`config.mk`:
```
export PLATFORM = sky130hd
export DESIGN_NAME = sliding_window_temp_stats
export DESIGN_NICKNAME = d
export VERILOG_FILES = /design/src/hdl/swts_pkg.sv /design/src/hdl/sliding_window_temp_stats.sv /design/src/hdl/swts_to_unit.sv
export SDC_FILE = /design/constraint.sdc
export NUM_CORES = 1
export LEC_CHECK = 0
export BUFFER_PORTS_ARGS = -buffer_cell sky130_fd_sc_hd__buf_2
export CORE_AREA = 2 2 279 281
export DETAILED_ROUTE_END_ITERATION = 8
export DIE_AREA = 0 0 281 283
export PLACE_DENSITY_LB_ADDON = 0.15
export SYNTH_ARGS = -nofsm -noshare
export SYNTH_HDL_FRONTEND = slang
export SYNTH_HIERARCHICAL = 1
export SYNTH_SLANG_ARGS = --single-unit
```
`constraint.sdc`:
```
create_clock -name clk -period 26 [get_ports clk]
set_input_delay 5.2 -clock clk [delete_from_list [all_inputs] [get_ports clk]]
set_output_delay 5.2 -clock clk [all_outputs]
set_load 0.005 [all_outputs]
```
`src/hdl/swts_pkg.sv`:
```
// shared types, constants and microcode table for the temperature window statistics block
package swts_pkg;

    localparam int WINDOW_DEPTH = 16;
    localparam int PTR_W        = $clog2(WINDOW_DEPTH);
    localparam int CNT_W        = $clog2(WINDOW_DEPTH + 1);
    localparam int SAMPLE_W     = 12;
    localparam int TOTAL_W      = 17;
    localparam int STAMP_W      = 16;
    localparam int WSEC_W       = 4;
    localparam int TEMP_W       = 14;
    localparam int QUO_W        = 16;
    localparam int STEP_W       = 4;

    localparam logic [WSEC_W-1:0] WSEC_RESET = 4'd10;

    // x*9/5 by reciprocal multiply: floor(m * 26215 / 2^17) is exact for m below 2^15
    localparam logic [14:0] FAHR_RECIP  = 15'd26215;
    localparam int          FAHR_SHIFT  = 17;
    localparam logic signed [TEMP_W-1:0] FAHR_OFFSET = 14'sd512;

    localparam logic [0:0] REG_WINDOW_SECONDS  = 1'b0;
    localparam logic [0:0] REG_FAHRENHEIT_MODE = 1'b1;

    localparam logic REQ_SAMPLE = 1'b0;
    localparam logic REQ_TICK   = 1'b1;

    typedef enum logic [3:0] {
        OP_NOP       = 4'd0,
        OP_ACCEPT    = 4'd1,
        OP_UPDATE    = 4'd2,
        OP_EXPIRE    = 4'd3,
        OP_SCAN_INIT = 4'd4,
        OP_SCAN      = 4'd5,
        OP_DIV_INIT  = 4'd6,
        OP_DIV       = 4'd7,
        OP_DIV_FIN   = 4'd8,
        OP_CONV      = 4'd9,
        OP_OUT       = 4'd10
    } op_t;

    typedef enum logic [1:0] {
        SEL_CUR = 2'd0,
        SEL_AVG = 2'd1,
        SEL_MAX = 2'd2,
        SEL_MIN = 2'd3
    } conv_sel_t;

    typedef enum logic [2:0] {
        COND_NONE        = 3'd0,
        COND_ALWAYS      = 3'd1,
        COND_NO_ACCEPT   = 3'd2,
        COND_EXPIRE      = 3'd3,
        COND_SCAN_MORE   = 3'd4,
        COND_DIV_MORE    = 3'd5,
        COND_OUT_BLOCKED = 3'd6
    } cond_t;

    typedef struct packed {
        op_t              op;
        conv_sel_t        sel;
        cond_t            cond;
        logic [STEP_W-1:0] jmp;
    } ctrl_t;

    localparam logic [STEP_W-1:0] STEP_IDLE      = 4'd0;
    localparam logic [STEP_W-1:0] STEP_UPDATE    = 4'd1;
    localparam logic [STEP_W-1:0] STEP_EXPIRE    = 4'd2;
    localparam logic [STEP_W-1:0] STEP_SCAN_INIT = 4'd3;
    localparam logic [STEP_W-1:0] STEP_SCAN      = 4'd4;
    localparam logic [STEP_W-1:0] STEP_DIV_INIT  = 4'd5;
    localparam logic [STEP_W-1:0] STEP_DIV       = 4'd6;
    localparam logic [STEP_W-1:0] STEP_DIV_FIN   = 4'd7;
    localparam logic [STEP_W-1:0] STEP_CONV_CUR  = 4'd8;
    localparam logic [STEP_W-1:0] STEP_CONV_AVG  = 4'd9;
    localparam logic [STEP_W-1:0] STEP_CONV_MAX  = 4'd10;
    localparam logic [STEP_W-1:0] STEP_CONV_MIN  = 4'd11;
    localparam logic [STEP_W-1:0] STEP_OUT       = 4'd12;
    localparam logic [STEP_W-1:0] STEP_DONE      = 4'd13;

    function automatic ctrl_t ucode_rom(input logic [STEP_W-1:0] step);
        ctrl_t w;
        w = '{op: OP_NOP, sel: SEL_CUR, cond: COND_ALWAYS, jmp: STEP_IDLE};
        unique case (step)
            STEP_IDLE:      w = '{op: OP_ACCEPT,    sel: SEL_CUR, cond: COND_NO_ACCEPT,
                                  jmp: STEP_IDLE};
            STEP_UPDATE:    w = '{op: OP_UPDATE,    sel: SEL_CUR, cond: COND_NONE,
                                  jmp: STEP_IDLE};
            STEP_EXPIRE:    w = '{op: OP_EXPIRE,    sel: SEL_CUR, cond: COND_EXPIRE,
                                  jmp: STEP_EXPIRE};
            STEP_SCAN_INIT: w = '{op: OP_SCAN_INIT, sel: SEL_CUR, cond: COND_NONE,
                                  jmp: STEP_IDLE};
            STEP_SCAN:      w = '{op: OP_SCAN,      sel: SEL_CUR, cond: COND_SCAN_MORE,
                                  jmp: STEP_SCAN};
            STEP_DIV_INIT:  w = '{op: OP_DIV_INIT,  sel: SEL_CUR, cond: COND_NONE,
                                  jmp: STEP_IDLE};
            STEP_DIV:       w = '{op: OP_DIV,       sel: SEL_CUR, cond: COND_DIV_MORE,
                                  jmp: STEP_DIV};
            STEP_DIV_FIN:   w = '{op: OP_DIV_FIN,   sel: SEL_CUR, cond: COND_NONE,
                                  jmp: STEP_IDLE};
            STEP_CONV_CUR:  w = '{op: OP_CONV,      sel: SEL_CUR, cond: COND_NONE,
                                  jmp: STEP_IDLE};
            STEP_CONV_AVG:  w = '{op: OP_CONV,      sel: SEL_AVG, cond: COND_NONE,
                                  jmp: STEP_IDLE};
            STEP_CONV_MAX:  w = '{op: OP_CONV,      sel: SEL_MAX, cond: COND_NONE,
                                  jmp: STEP_IDLE};
            STEP_CONV_MIN:  w = '{op: OP_CONV,      sel: SEL_MIN, cond: COND_NONE,
                                  jmp: STEP_IDLE};
            STEP_OUT:       w = '{op: OP_OUT,       sel: SEL_CUR, cond: COND_OUT_BLOCKED,
                                  jmp: STEP_OUT};
            default:        w = '{op: OP_NOP,       sel: SEL_CUR, cond: COND_ALWAYS,
                                  jmp: STEP_IDLE};
        endcase
        return w;
    endfunction

endpackage

```
`src/hdl/sliding_window_temp_stats.sv`:
```
// top level: microcoded sequencer computing window latest, average, max, min and count
// flow: one item at a time; the next word is taken only after the result is loaded
// reset: rst_n clears count, oldest pointer, total, latest reading and tick counter;
//   window_seconds returns to 10 and fahrenheit_mode to 0; ring contents are not cleared
module sliding_window_temp_stats
    import swts_pkg::*;
(
    input  logic        clk,
    input  logic        rst_n,
    input  logic        s_tvalid,
    output logic        s_tready,
    input  logic [15:0] s_tdata,    // [11:0] sample_value
    input  logic [0:0]  s_tuser,    // [0] req_type
    output logic        m_tvalid,
    input  logic        m_tready,
    output logic [63:0] m_tdata,    // current_temp, average_temp, max_temp, min_temp,
                                    // sample_count, window_overflow
    input  logic        psel,
    input  logic        penable,
    input  logic        pwrite,
    input  logic [2:0]  paddr,
    input  logic [31:0] pwdata,
    output logic [31:0] prdata,
    output logic        pready
);

    logic [WSEC_W-1:0] wsec_reg;
    logic              fahr_reg;

    logic [STEP_W-1:0] step_reg, step_next;
    ctrl_t             cw;

    logic                       type_reg;
    logic signed [SAMPLE_W-1:0] samp_reg;
    logic [STAMP_W-1:0]         tick_reg, tick_next;
    logic [PTR_W-1:0]           oldest_reg, oldest_next;
    logic [CNT_W-1:0]           count_reg, count_next;
    logic signed [TOTAL_W-1:0]  total_reg, total_next;
    logic signed [SAMPLE_W-1:0] latest_reg, latest_next;
    logic                       ovf_reg, ovf_next;

    logic [PTR_W-1:0]           idx_reg, idx_next;
    logic [CNT_W-1:0]           left_reg, left_next;
    logic signed [SAMPLE_W-1:0] mx_reg, mx_next, mn_reg, mn_next;

    logic [CNT_W-1:0]           rem_reg, rem_next;
    logic [QUO_W-1:0]           quo_reg, quo_next;
    logic                       neg_reg, neg_next;
    logic [3:0]                 dcnt_reg, dcnt_next;
    logic signed [SAMPLE_W-1:0] avg_reg, avg_next;

    logic signed [TEMP_W-1:0]   cur_u_reg, avg_u_reg, mx_u_reg, mn_u_reg;

    logic        m_tvalid_reg, m_tvalid_next;
    logic [63:0] m_tdata_reg;

    logic signed [SAMPLE_W-1:0] sample_ring [WINDOW_DEPTH];
    logic [STAMP_W-1:0]         stamp_ring  [WINDOW_DEPTH];

    logic [PTR_W-1:0]           rd_addr;
    logic signed [SAMPLE_W-1:0] rd_sample;
    logic [STAMP_W-1:0]         age;
    logic                       ring_full, expire_hit, in_accept, out_free, cond_true;
    logic                       ring_we;
    logic [PTR_W-1:0]           slot;
    logic [CNT_W:0]             trial;
    logic [TOTAL_W-1:0]         total_abs;
    logic [12:0]                avg_mag;
    logic signed [SAMPLE_W-1:0] conv_in;
    logic signed [TEMP_W-1:0]   conv_out;
    logic                       cfg_we;

    swts_to_unit u_conv
    (
        .fahr (fahr_reg),
        .x    (conv_in),
        .y    (conv_out)
    );

    assign pready = 1'b1;
    assign cfg_we = psel & penable & pwrite & pready;

    always_comb
    begin
        unique case (paddr[2:2])
            REG_WINDOW_SECONDS:  prdata = {28'd0, wsec_reg};
            REG_FAHRENHEIT_MODE: prdata = {31'd0, fahr_reg};
            default:             prdata = 32'd0;
        endcase
    end

    always_ff @(posedge clk or negedge rst_n)
    begin
        if (!rst_n)
        begin
            wsec_reg <= WSEC_RESET;
            fahr_reg <= 1'b0;
        end
        else if (cfg_we)
        begin
            if (paddr[2:2] == REG_WINDOW_SECONDS)
            begin
                wsec_reg <= pwdata[WSEC_W-1:0];
            end
            else
            begin
                fahr_reg <= pwdata[0];
            end
        end
    end

    assign cw        = ucode_rom(step_reg);
    assign s_tready  = (cw.op == OP_ACCEPT);
    assign in_accept = s_tvalid & s_tready;
    assign out_free  = ~m_tvalid_reg | m_tready;
    assign m_tvalid  = m_tvalid_reg;
    assign m_tdata   = m_tdata_reg;

    assign rd_addr    = (cw.op == OP_SCAN) ? idx_reg : oldest_reg;
    assign rd_sample  = sample_ring[rd_addr];
    assign age        = tick_reg - stamp_ring[oldest_reg];
    assign ring_full  = (count_reg == CNT_W'(WINDOW_DEPTH));
    assign expire_hit = (count_reg != '0) && (age > STAMP_W'(wsec_reg));
    assign slot       = oldest_reg + count_reg[PTR_W-1:0];
    assign ring_we    = (cw.op == OP_UPDATE) && (type_reg == REQ_SAMPLE);
    assign trial      = {rem_reg, quo_reg[QUO_W-1]};
    assign total_abs  = total_reg[TOTAL_W-1] ? -total_reg : total_reg;
    assign avg_mag    = neg_reg ? -quo_reg[12:0] : quo_reg[12:0];

    always_comb
    begin
        unique case (cw.sel)
            SEL_CUR: conv_in = latest_reg;
            SEL_AVG: conv_in = avg_reg;
            SEL_MAX: conv_in = mx_reg;
            SEL_MIN: conv_in = mn_reg;
            default: conv_in = latest_reg;
        endcase
    end

    always_comb
    begin
        unique case (cw.cond)
            COND_NONE:        cond_true = 1'b0;
            COND_ALWAYS:      cond_true = 1'b1;
            COND_NO_ACCEPT:   cond_true = ~in_accept;
            COND_EXPIRE:      cond_true = expire_hit;
            COND_SCAN_MORE:   cond_true = (left_reg > CNT_W'(1));
            COND_DIV_MORE:    cond_true = (dcnt_reg != '0);
            COND_OUT_BLOCKED: cond_true = ~out_free;
            default:          cond_true = 1'b0;
        endcase
        step_next = cond_true ? cw.jmp : step_reg + STEP_W'(1);
    end

    always_comb
    begin
        tick_next     = tick_reg;
        oldest_next   = oldest_reg;
        count_next    = count_reg;
        total_next    = total_reg;
        latest_next   = latest_reg;
        ovf_next      = ovf_reg;
        idx_next      = idx_reg;
        left_next     = left_reg;
        mx_next       = mx_reg;
        mn_next       = mn_reg;
        rem_next      = rem_reg;
        quo_next      = quo_reg;
        neg_next      = neg_reg;
        dcnt_next     = dcnt_reg;
        avg_next      = avg_reg;
        m_tvalid_next = m_tvalid_reg & ~m_tready;
        unique case (cw.op)
            OP_ACCEPT:
            begin
                ovf_next = 1'b0;
            end
            OP_UPDATE:
            begin
                if (type_reg == REQ_TICK)
                begin
                    tick_next = tick_reg + STAMP_W'(1);
                end
                else
                begin
                    latest_next = samp_reg;
                    if (ring_full)
                    begin
                        total_next  = total_reg - TOTAL_W'(rd_sample) + TOTAL_W'(samp_reg);
                        oldest_next = oldest_reg + PTR_W'(1);
                        ovf_next    = 1'b1;
                    end
                    else
                    begin
                        total_next = total_reg + TOTAL_W'(samp_reg);
                        count_next = count_reg + CNT_W'(1);
                    end
                end
            end
            OP_EXPIRE:
            begin
                if (expire_hit)
                begin
                    total_next  = total_reg - TOTAL_W'(rd_sample);
                    oldest_next = oldest_reg + PTR_W'(1);
                    count_next  = count_reg - CNT_W'(1);
                end
            end
            OP_SCAN_INIT:
            begin
                idx_next  = oldest_reg;
                left_next = count_reg;
                mx_next   = rd_sample;
                mn_next   = rd_sample;
            end
            OP_SCAN:
            begin
                if (rd_sample > mx_reg)
                begin
                    mx_next = rd_sample;
                end
                if (rd_sample < mn_reg)
                begin
                    mn_next = rd_sample;
                end
                idx_next  = idx_reg + PTR_W'(1);
                left_next = left_reg - CNT_W'(1);
            end
            OP_DIV_INIT:
            begin
                neg_next  = total_reg[TOTAL_W-1];
                quo_next  = total_abs[QUO_W-1:0];
                rem_next  = '0;
                dcnt_next = 4'd15;
            end
            OP_DIV:
            begin
                if (trial >= {1'b0, count_reg})
                begin
                    rem_next = CNT_W'(trial - {1'b0, count_reg});
                    quo_next = {quo_reg[QUO_W-2:0], 1'b1};
                end
                else
                begin
                    rem_next = trial[CNT_W-1:0];
                    quo_next = {quo_reg[QUO_W-2:0], 1'b0};
                end
                dcnt_next = dcnt_reg - 4'd1;
            end
            OP_DIV_FIN:
            begin
                avg_next = $signed(avg_mag[SAMPLE_W-1:0]);
            end
            OP_CONV:
            begin
            end
            OP_OUT:
            begin
                if (out_free)
                begin
                    m_tvalid_next = 1'b1;
                end
            end
            default:
            begin
            end
        endcase
    end

    always_ff @(posedge clk or negedge rst_n)
    begin
        if (!rst_n)
        begin
            step_reg     <= STEP_IDLE;
            tick_reg     <= '0;
            oldest_reg   <= '0;
            count_reg    <= '0;
            total_reg    <= '0;
            latest_reg   <= '0;
            ovf_reg      <= 1'b0;
            m_tvalid_reg <= 1'b0;
        end
        else
        begin
            step_reg     <= step_next;
            tick_reg     <= tick_next;
            oldest_reg   <= oldest_next;
            count_reg    <= count_next;
            total_reg    <= total_next;
            latest_reg   <= latest_next;
            ovf_reg      <= ovf_next;
            m_tvalid_reg <= m_tvalid_next;
        end
    end

    always_ff @(posedge clk)
    begin
        if (in_accept)
        begin
            type_reg <= s_tuser[0];
            samp_reg <= $signed(s_tdata[SAMPLE_W-1:0]);
        end
        idx_reg  <= idx_next;
        left_reg <= left_next;
        mx_reg   <= mx_next;
        mn_reg   <= mn_next;
        rem_reg  <= rem_next;
        quo_reg  <= quo_next;
        neg_reg  <= neg_next;
        dcnt_reg <= dcnt_next;
        avg_reg  <= avg_next;
        if (cw.op == OP_CONV)
        begin
            unique case (cw.sel)
                SEL_CUR: cur_u_reg <= conv_out;
                SEL_AVG: avg_u_reg <= conv_out;
                SEL_MAX: mx_u_reg  <= conv_out;
                SEL_MIN: mn_u_reg  <= conv_out;
                default: cur_u_reg <= conv_out;
            endcase
        end
        if ((cw.op == OP_OUT) && out_free)
        begin
            if (count_reg == '0)
            begin
                m_tdata_reg <= {2'b00, ovf_reg, count_reg, 42'd0, cur_u_reg};
            end
            else
            begin
                m_tdata_reg <= {2'b00, ovf_reg, count_reg, mn_u_reg, mx_u_reg,
                                avg_u_reg, cur_u_reg};
            end
        end
    end

    // sample and stamp rings
    always_ff @(posedge clk)
    begin
        if (ring_we)
        begin
            sample_ring[slot] <= samp_reg;
            stamp_ring[slot]  <= tick_reg;
        end
    end

endmodule

```
`src/hdl/swts_to_unit.sv`:
```
// celsius to selected unit conversion, fahrenheit as x*9/5+512 truncated toward zero
module swts_to_unit
    import swts_pkg::*;
(
    input  logic                       fahr,
    input  logic signed [SAMPLE_W-1:0] x,
    output logic signed [TEMP_W-1:0]   y
);

    logic signed [15:0] x9;
    logic        [14:0] mag;
    logic        [29:0] prod;
    logic        [12:0] quo;
    logic signed [TEMP_W-1:0] sq;

    always_comb
    begin
        x9   = (16'(x) <<< 3) + 16'(x);
        mag  = x9[15] ? 15'(-x9) : x9[14:0];
        prod = 30'(mag) * 30'(FAHR_RECIP);
        quo  = prod[FAHR_SHIFT +: 13];
        sq   = x9[15] ? -$signed({1'b0, quo}) : $signed({1'b0, quo});
        if (fahr)
        begin
            y = sq + FAHR_OFFSET;
        end
        else
        begin
            y = TEMP_W'(x);
        end
    end

endmodule
```
==> metrics.yaml <==
floorplan:
  start_util_pct: 49.54
  boundaryPins: 158
  core.rowCount: 102
  die_x_um: 281
  dieHeight_um: 283
  fp.coreArea_um2: 76700
  die-area_um2: 79520
synth:
  synth-seq-area-share_pct: 55.66
  syn_inst: 2944
  synth_warnings: 6
  synth_cell_types: 92
  synth-seq-cells: 715
  async_reset_ff_share_pct: 9.091
  synth_area_um2: 37990
  syn_area_per_cell_um2: 12.91
  synth_flop_cell: "edfxtp_1"
  synth_edf_count: 650
route:
  first_pass_iters: 7
  vias_per_cell: 5.623
  routed_wirelength_um: 89370
  wire_per_inst_um: 21.40
  drt-initial-drc-count: 1778
  vias: 23480
  ant_nets: 0
  drc_errors: 0
global_routing:
  grt_pass1_wl_um: 138500
  grt_overflow_total: 0
  grt_pass1_vias: 24070
  grt_util_all_layers_pct: 22.80
  grt_max_degree: 63
  antenna_found_initial: 1
status:
  outcome: "completed"
worst_setup_path:
  crit_start: "step_reg[3]"
  end_kind: "flip-flop"
  crit_required_ns: 26.38
  slowest_delay_ns: 0.59
  cp_max_fo: 26
  critical_path.top_delay_family: "adder cells"
  critPathLaunchType: "flip-flop"
  cpMostUsedCell: "fa_1"
  worst-setup-path-type: "reg -> reg"
  crit_buf_inv: 6
  r2r_start: "step_reg[3]"
  crit_arrival_ns: 12.53
  crit_slowest_cell: "dfrtp_1"
sta:
  fin_worst_hold_slack_ns: 0.4046
  fin_crit_sh_pct: 46.71
  setup-tns-final_ns: 0
  finalCriticalPeriod_ns: 12.15
  hold_viol: 0
  skew_ns: 0.04679
  maxSlewViolCount: 0
  slew_headroom_pct: 16.22
  rsz0062_at_grt: "no"
  layout_setup_ws_ns: 13.85
  worst_pin_slew_ns: 1.255
  max_freq_mhz: 82.34
  setup_violations: 0
final_layout:
  syn2layout_area_growth_pct: 11.46
  largest_register_ff_count: 256
  multi_input_area_um2: 15560
  seqCellArea_um2: 21150
  final_core_util_pct: 55.21
  drive_gt1_share_pct: 13.97
  nFillCells: 6354
  finalNetCount: 3454
  diodes: 0
clock_tree:
  cts_tree: "done"
  cts_sinks: 715
  htree_levels: 3
  cts_resized: 0
  clk_pin_slew_ns: 0.06
  clock_latency_ns: 0.65
  cts_inserted_buffers: 79
  cts_hold_buf: 0
  root_buffer: "clkbuf_16"
  cts_buffer_depth: 3
  postCtsSetupRepairBufs: 0
worst_hold_path:
  worstHoldStart: "cur_u_reg[1]"
  hold_class: "reg -> reg"
placement:
  gp_congestion: 0.8993
  dpl.hpwl_um: 59290
  place_ws_ns: 14.00
  numPortBuffers: 92
job:
  cap_violations: 0
==> stage by stage <==
stage,std cells,area [µm²]
after floorplan,2973,38100
after CTS,4175,42350
after global placement,4036,39850
after global routing,4175,42350
after detailed placement,4036,39850
final,4175,42350
==> cells by family after synthesis <==
| group | Yosys count | share of synthesized area, % |
|---|---|---|
| other | 2 | 0.01977 |
| muxes | 190 | 7.614 |
| AOI/OAI and AO/OA | 503 | 8.658 |
| DFF | 715 | 55.66 |
| adders and majority gates | 318 | 12.09 |
| buffers and inverters | 371 | 4.074 |
| and+or+nand+nor | 708 | 8.724 |
| xor gates and xnor gates | 137 | 3.158 |
==> path summary, 6_finish.rpt <==
kind / to / cells after the start / slack, ns
max: mx_u_reg[11] / 42 / 13.85
min: m_tdata[1] / 0 / 0.40
max reg2reg: mx_u_reg[11] / 42 / 13.85
min reg2reg: m_tdata[1] / 0 / 0.40
max in group asynchronous: oldest_reg[0] / 2 / 20.40
min in group asynchronous: total_reg[16] / 1 / 4.52
==> cells in the mapped netlist, types with 11 or more instances <==
cell | instances | area share, %
xor2_1 | 47 | 1.1
ha_1 | 236 | 7.8
edfxtp_1 | 650 | 51
mux4_2 | 74 | 4.4
a221oi_1 | 30 | 0.69
inv_1 | 237 | 2.3
fa_1 | 82 | 4.3
buf_2 | 16 | 0.21
and2_1 | 13 | 0.21
a21oi_1 | 125 | 1.6
nor2b_1 | 63 | 1.0
nor2_1 | 169 | 1.7
nand3_1 | 49 | 0.65
a21o_1 | 25 | 0.49
mux2i_1 | 73 | 1.9
buf_1 | 13 | 0.13
buf_4 | 32 | 0.63
xnor2_1 | 90 | 2.1
nor3_1 | 43 | 0.57
nand2_1 | 260 | 2.6
and3_1 | 12 | 0.20
or3_1 | 11 | 0.18
nand4_1 | 19 | 0.31
o211ai_1 | 15 | 0.30
dfrtp_1 | 63 | 4.1
or2_2 | 13 | 0.21
o31ai_1 | 15 | 0.30
nor4_1 | 14 | 0.23
nand2b_1 | 17 | 0.28
clkbuf_1 | 70 | 0.69
mux2_2 | 39 | 1.2
a31oi_1 | 25 | 0.41
a211oi_1 | 21 | 0.41
o21a_1 | 38 | 0.75
o22ai_1 | 18 | 0.30
o21ai_0 | 117 | 1.5
==> final cells by class <==
type | count | area share (%)
sequential | 715 | 49.95
inverter | 238 | 2.110
clock buffer | 100 | 4.854
multi-input combinational | 1887 | 36.75
clock inverter | 39 | 1.040
timing repair buffer | 156 | 2.228
tap | 1040 | 3.073
==> routing by layer <==
layer / wire length [µm] / track usage (%) / vias to the layer above
met5: 0 / 0 / -
met4: 2068 / 5.575 / 0
met3: 3851 / 3.356 / 133
met2: 43230 / 38.15 / 533
met1: 40220 / 31.41 / 11760
li1: - / - / 11050
==> placed cells by master, fill, tap and decap left out, types with 30 or more instances in the layout <==
master and count:
conb_1 31, nor2b_1 61, nor3_1 34, nand3_1 49
ha_1 236, xnor2_1 90, inv_1 237, edfxtp_1 650
clkbuf_16 79, o21a_1 38, mux2_2 39, buf_4 65
a21oi_1 123, xor2_1 47, nor2_1 162, mux2i_1 72
fa_1 82, nand2_1 260, o21ai_0 116, mux4_2 74
buf_2 91, a221oi_1 30, dfrtp_1 61
Power is left out: the tool's default activity adds up to more than one toggle a clock period on the data nets, which glitch-free logic cannot reach.
